`src/hdl/tri3d_pkg.sv`:
```
// Shared constants, codes and command/status types for the 3D grid interpolator.
package tri3d_pkg;

  // Grid shape
  localparam int POINTS_A = 16;
  localparam int POINTS_B = 16;
  localparam int POINTS_C = 16;
  localparam int STRIDE_A = POINTS_B * POINTS_C;
  localparam int STRIDE_B = POINTS_C;

  // Table and datapath widths
  localparam int ADDR_W   = 12;
  localparam int DEPTH    = 4096;
  localparam int DATA_W   = 32;
  localparam int IDX_W    = 8;
  localparam int W_W      = 48;
  localparam int DIFF_W   = 33;
  localparam int HALF_W   = 24;
  localparam int PROD_W   = 57;
  localparam int SUM_W    = 58;
  localparam int CORNERS  = 8;
  localparam int QCNT_W   = 4;

  // Register indexes of the configuration port
  typedef enum logic [2:0] {
    REG_START_A = 3'd0,
    REG_START_B = 3'd1,
    REG_START_C = 3'd2,
    REG_INV_A   = 3'd3,
    REG_INV_B   = 3'd4,
    REG_INV_C   = 3'd5
  } reg_idx_t;

  // Result status codes
  typedef enum logic [1:0] {
    STATUS_OK    = 2'd0,
    STATUS_BELOW = 2'd1,
    STATUS_SAT   = 2'd2,
    STATUS_WRITE = 2'd3
  } status_t;

  // Item kinds
  typedef enum logic {
    KIND_WRITE = 1'b0,
    KIND_QUERY = 1'b1
  } kind_t;

  typedef enum logic [1:0] {
    AX_A = 2'd0,
    AX_B = 2'd1,
    AX_C = 2'd2
  } axis_t;

  typedef enum logic [3:0] {
    ST_IDLE,
    ST_WRITE,
    ST_AXMUL,
    ST_AXEVAL,
    ST_FETCH,
    ST_LPREP,
    ST_LMULLO,
    ST_LMULHI,
    ST_LSUM,
    ST_LACC,
    ST_FINISH,
    ST_DONE
  } state_t;

  // Controller to datapath
  typedef struct packed {
    logic       accept;
    logic       mem_wr;
    logic       ax_mul;
    logic       ax_eval;
    axis_t      axis;
    logic       rd_en;
    logic [2:0] corner;
    logic       push;
    logic       l_prep;
    logic       l_mullo;
    logic       l_mulhi;
    logic       l_sum;
    logic       l_acc;
    axis_t      w_sel;
    logic       finish;
  } tri_cmd_t;

  // Datapath to controller
  typedef struct packed {
    logic below;
  } tri_stat_t;

endpackage

```
`src/hdl/tri3d_ctrl.sv`:
```
// Sequencer for table writes, axis setup, corner fetches and the seven lerps.
module tri3d_ctrl
  import tri3d_pkg::*;
(
  input  logic      clk,
  input  logic      rst,
  input  logic      start,
  input  logic      kind,
  input  tri_stat_t stat,
  output tri_cmd_t  cmd,
  output logic      busy,
  output logic      done
);

  state_t      state, state_next;
  axis_t       axis_cnt;
  logic [3:0]  fetch_cnt;
  logic [2:0]  lerp_cnt;
  logic        accept;

  assign busy   = !(state == ST_IDLE || state == ST_DONE);
  assign done   = (state == ST_DONE);
  assign accept = start && !busy;

  // Next state
  always_comb begin
    state_next = state;
    case (state)
      ST_IDLE, ST_DONE: begin
        if (accept) begin
          state_next = (kind == KIND_QUERY) ? ST_AXMUL : ST_WRITE;
        end else begin
          state_next = ST_IDLE;
        end
      end
      ST_WRITE:  state_next = ST_FINISH;
      ST_AXMUL:  state_next = ST_AXEVAL;
      ST_AXEVAL: begin
        if (axis_cnt == AX_C) begin
          state_next = stat.below ? ST_FINISH : ST_FETCH;
        end else begin
          state_next = ST_AXMUL;
        end
      end
      ST_FETCH: begin
        if (fetch_cnt == 4'(CORNERS)) begin
          state_next = ST_LPREP;
        end
      end
      ST_LPREP:  state_next = ST_LMULLO;
      ST_LMULLO: state_next = ST_LMULHI;
      ST_LMULHI: state_next = ST_LSUM;
      ST_LSUM:   state_next = ST_LACC;
      ST_LACC:   state_next = (lerp_cnt == 3'd6) ? ST_FINISH : ST_LPREP;
      ST_FINISH: state_next = ST_DONE;
      default:   state_next = ST_IDLE;
    endcase
  end

  // Commands
  always_comb begin
    cmd         = '0;
    cmd.axis    = axis_cnt;
    cmd.corner  = fetch_cnt[2:0];
    cmd.accept  = accept;
    cmd.w_sel   = (lerp_cnt inside {[3'd0:3'd3]}) ? AX_A :
                  (lerp_cnt inside {[3'd4:3'd5]}) ? AX_B : AX_C;
    case (state)
      ST_WRITE:  cmd.mem_wr  = 1'b1;
      ST_AXMUL:  cmd.ax_mul  = 1'b1;
      ST_AXEVAL: cmd.ax_eval = 1'b1;
      ST_FETCH: begin
        cmd.rd_en = (fetch_cnt < 4'(CORNERS));
        cmd.push  = (fetch_cnt != 4'd0);
      end
      ST_LPREP:  cmd.l_prep  = 1'b1;
      ST_LMULLO: cmd.l_mullo = 1'b1;
      ST_LMULHI: cmd.l_mulhi = 1'b1;
      ST_LSUM:   cmd.l_sum   = 1'b1;
      ST_LACC:   cmd.l_acc   = 1'b1;
      ST_FINISH: cmd.finish  = 1'b1;
      default:   cmd.finish  = 1'b0;
    endcase
  end

  // State and step counters
  always_ff @(posedge clk) begin
    if (rst) begin
      state     <= ST_IDLE;
      axis_cnt  <= AX_A;
      fetch_cnt <= '0;
      lerp_cnt  <= '0;
    end else begin
      state <= state_next;
      if (accept) begin
        axis_cnt  <= AX_A;
        fetch_cnt <= '0;
        lerp_cnt  <= '0;
      end else begin
        if (state == ST_AXEVAL && axis_cnt != AX_C) begin
          axis_cnt <= axis_t'(axis_cnt + 2'd1);
        end
        // hold the count at the last step so it stays in range
        if (state == ST_FETCH && fetch_cnt != 4'(CORNERS)) begin
          fetch_cnt <= fetch_cnt + 4'd1;
        end
        if (state == ST_LACC) begin
          lerp_cnt <= lerp_cnt + 3'd1;
        end
      end
    end
  end

  a_accept_busy: assert property (@(posedge clk) disable iff (rst)
    accept |=> busy) else $error("accepted beat did not make the block busy");
  a_done_single: assert property (@(posedge clk) disable iff (rst)
    done |=> !done) else $error("result strobe held for more than one cycle");
  a_fetch_bound: assert property (@(posedge clk) disable iff (rst)
    fetch_cnt <= 4'(CORNERS)) else $error("corner fetch count overran");
  a_busy_nodone: assert property (@(posedge clk) disable iff (rst)
    (state == ST_FINISH) |=> done) else $error("finish not followed by strobe");

endmodule

```
`config.mk`:
```
export PLATFORM = sky130hd
export DESIGN_NAME = tri3d_ctrl
export DESIGN_NICKNAME = d
export VERILOG_FILES = /design/src/hdl/tri3d_pkg.sv /design/src/hdl/tri3d_ctrl.sv
export SDC_FILE = /design/constraint.sdc
export NUM_CORES = 1
export LEC_CHECK = 0
export BUFFER_PORTS_ARGS = -buffer_cell sky130_fd_sc_hd__buf_2
export CORE_MARGIN = 2
export CORE_UTILIZATION = 55
export DETAILED_ROUTE_END_ITERATION = 12
export PLACE_DENSITY = 0.83
export SKIP_LAST_GASP = 1
export SLEW_MARGIN = 40
export SYNTH_ARGS = -nofsm -noshare
export SYNTH_HDL_FRONTEND = slang
export SYNTH_SLANG_ARGS = --single-unit
```
`constraint.sdc`:
```
create_clock -name clk -period 3.9 [get_ports clk]
set_input_delay 0.195 -clock clk [delete_from_list [all_inputs] [get_ports clk]]
set_output_delay 0.195 -clock clk [all_outputs]
set_load 0.01 [all_outputs]
```
==> impl_metrics.env <==
export IMPL_worstPathRequired_ns=3.70
export IMPL_global_route_wire_length_before_repair_um=3250
export IMPL_dieArea_um2=2100
export IMPL_via_count_of_the_first_global_routing_pass=748
export IMPL_detailed_place_hpwl_um=1540
export IMPL_nNetsFinal=157
export IMPL_crit_path_start="state[2]"
export IMPL_remaining_drc_errors=0
export IMPL_fp_coreArea_um2=1690
export IMPL_synth_seq_area_share_pct=27.0
export IMPL_clockBufferDepth=2
export IMPL_place_congestion=0.910
export IMPL_via_count=877
export IMPL_area_growth_synth_to_final_pct=11.2
export IMPL_first_pass_iters=4
export IMPL_num_io_pins=26
export IMPL_critical_path_max_fanout=16
export IMPL_slew_viol_final=0
export IMPL_wl_um=1970
export IMPL_netlist_cell_type_count=36
export IMPL_tightest_slew_ns=0.562
export IMPL_tritoncts="built"
export IMPL_postCtsSetupBuffers=0
export IMPL_end_kind="output port"
export IMPL_vdd_ir_drop_worst_uv=243
export IMPL_mostFrequentLayoutCells="buf_2, nor2_1, dfxtp_1"
export IMPL_fill_cells=153
export IMPL_tritoncts_num_sinks=13
export IMPL_detailedPlace_worstSlack_ns=2.21
export IMPL_most_common_cell_after_layout_fill_and_taps_aside="buf_2"
export IMPL_rows=15
export IMPL_total_leakage_power_nw=0.463
export IMPL_postSynthRegisterBits=13
export IMPL_avg_inst_size_synth_um2=7.84
export IMPL_antenna_cells=0
export IMPL_htree_num_levels=1
export IMPL_timing_critical_path_from_type="register"
export IMPL_run_status="finished, final reports clean"
export IMPL_die_h_um=45.9
export IMPL_fin_tns_setup_ns=0
export IMPL_worst_setup_hold_path_clk_slew_ns=0.08
export IMPL_grt_setup_unrepaired="false"
export IMPL_cts_hold_repair_buffers=0
export IMPL_finalClockSkew_ns=0.00216
export IMPL_post_synth_instance_area_um2=965
export IMPL_place_port_buffers=25
export IMPL_drt_initial_drc_count=19
export IMPL_max_frequency_mhz=532
export IMPL_r2r_start="state[0]"
export IMPL_post_route_cells_drive_above_1_share_pct=23.8
export IMPL_ant_nets=0
export IMPL_die_width_um=45.9
export IMPL_max_slew_margin_rel_pct=62.5
export IMPL_start_util_pct=57.1
export IMPL_cts_root_buffer="clkbuf_4"
export IMPL_timing_critical_path_slowest_stage_cell="dfxtp_1"
export IMPL_r2r_slack_ns=2.19
export IMPL_post_place_cells=156
export IMPL_ctsResizeCount=0
export IMPL_worstSetupPathType="register to output port"
export IMPL_crit_arrival_ns=1.69
export IMPL_synthesis_nets=136
export IMPL_powerDensity_nw_per_um2=469
export IMPL_clkLatencyLatePin_ns=0.27
export IMPL_hold_path_origin="rst"
export IMPL_grt_overflow_total=0
export IMPL_hold_class="primary input to register"
export IMPL_vias_per_cell=5.48
export IMPL_crit_path_cell_trace="nor4b_4 > o31a_1 > buf_2"
export IMPL_grt_usage_pct=21.4
export IMPL_final_setup_viol_count=0
export IMPL_post_route_min_period_ns=1.88
export IMPL_final_instance_count_excl_fill=160
export IMPL_timing_max_cap_violations=0
export IMPL_ys_warn_count=0
export IMPL_hold_viol=0
export IMPL_antenna_found_initial=0
export IMPL_slowest_delay_ns=0.66
export IMPL_period_utilization_post_route_pct=48.2
export IMPL_cts_made_buffers=3
export IMPL_syn_inst=123
export IMPL_pin_count_of_the_biggest_net_entering_global_routing=17
export IMPL_avgRoutedWirePerCell_um=12.3
export IMPL_finalWorstSetupSlack_ns=2.02
[kinds of logic (layout without fill, tap and decap cells)]
group | count (synthesis) | in the layout | synth area share [%]
AO/OA/AOI/OAI | 26 | 26 | 17.0
XOR/XNOR | 5 | 5 | 4.54
adder cells (fa/ha/maj) | 8 | 8 | 10.4
buffers and inverters | 19 | 39 | 10.6
flip-flops | 13 | 13 | 27.0
multiplexers | 1 | 1 | 1.04
AND/OR/NAND/NOR | 51 | 51 | 29.4
[routing by layer]
metal	GRT usage [%]	vias up	part of all wire [%]
li1	-	449	-
met1	26.2	411	46
met2	35.3	13	50
met3	5.56	4	3.3
met4	8.57	0	1.2
met5	0	-	0
[synthesized netlist by cell type]
cell	n	share of area (%)
nand3_1	3	1.6
inv_1	10	3.9
buf_6	1	1.2
o31a_1	1	0.91
a21o_1	2	1.6
or3_1	1	0.65
nand2_1	12	4.7
nor4b_4	1	2.5
dfxtp_1	13	27
nand2b_4	1	1.4
xnor2_1	3	2.7
a211o_1	1	0.91
a31oi_1	1	0.65
nor3_1	6	3.1
nor3_4	1	1.7
buf_2	1	0.52
xor2_1	2	1.8
a21oi_1	10	5.2
or4b_1	1	1.0
nand2b_1	3	1.9
nor2b_1	2	1.3
buf_4	6	4.7
a211oi_1	1	0.78
nand4b_1	1	0.91
a211oi_2	1	1.3
ha_1	8	10
a22oi_1	1	0.78
nor2_1	15	5.8
clkbuf_1	1	0.39
nand3b_1	1	0.78
mux2i_1	1	1.0
o21ai_0	6	3.1
nor3b_1	1	0.78
or2_1	1	0.65
a21oi_2	2	1.8
nand4_1	1	0.65
[layout make-up]
class                           count  area (um^2)  area share [%]
Multi-Input combinational cell     91          602            56.1
Sequential cell                    13          260            24.3
Timing Repair Buffer               25          125            11.7
Inverter                           10         37.5            3.50
Clock buffer                        4         26.3            2.45
Tap cell                           17         21.3            1.98
[state kept, by name (all words and copies together) (netlist names)]
signal / count
state: 4
lerp_cnt: 3
axis_cnt: 2
fetch_cnt: 4
[where the power goes]
part | internal, mW | total [mW] | switching [mW]
Clock | 0.0396 | 0.0839 | 0.0443
Combinational | 0.0918 | 0.207 | 0.115
Sequential | 0.150 | 0.211 | 0.0615
[metrics by stage]
step | util, % | hold WS [ns] | power, mW | area [um^2]
floorplan | - | 0.257 | 0.379 | 965
global placement | 61.9 | 0.397 | 0.415 | 1050
detailed placement | 61.9 | 0.401 | 0.418 | 1050
CTS | 63.5 | 0.0990 | 0.507 | 1070
global route | 63.5 | 0.109 | 0.541 | 1070
finish | 63.5 | 0.110 | 0.502 | 1070
[final timing paths]
path,end,cells after the start
worst max-delay path,cmd[8],3
worst min-delay path,state[2],2
worst max register to register,axis_cnt[0],4
worst min register to register,fetch_cnt[1],2
[worst max-delay path, delay by kind of cell (launching register included)]
kind | cells | cell delay (ns)
flops | 1 | 0.66
buf+inv | 1 | 0.13
compound gates | 1 | 0.20
simple gates | 1 | 0.42
Power figures use the tool's default switching activity.
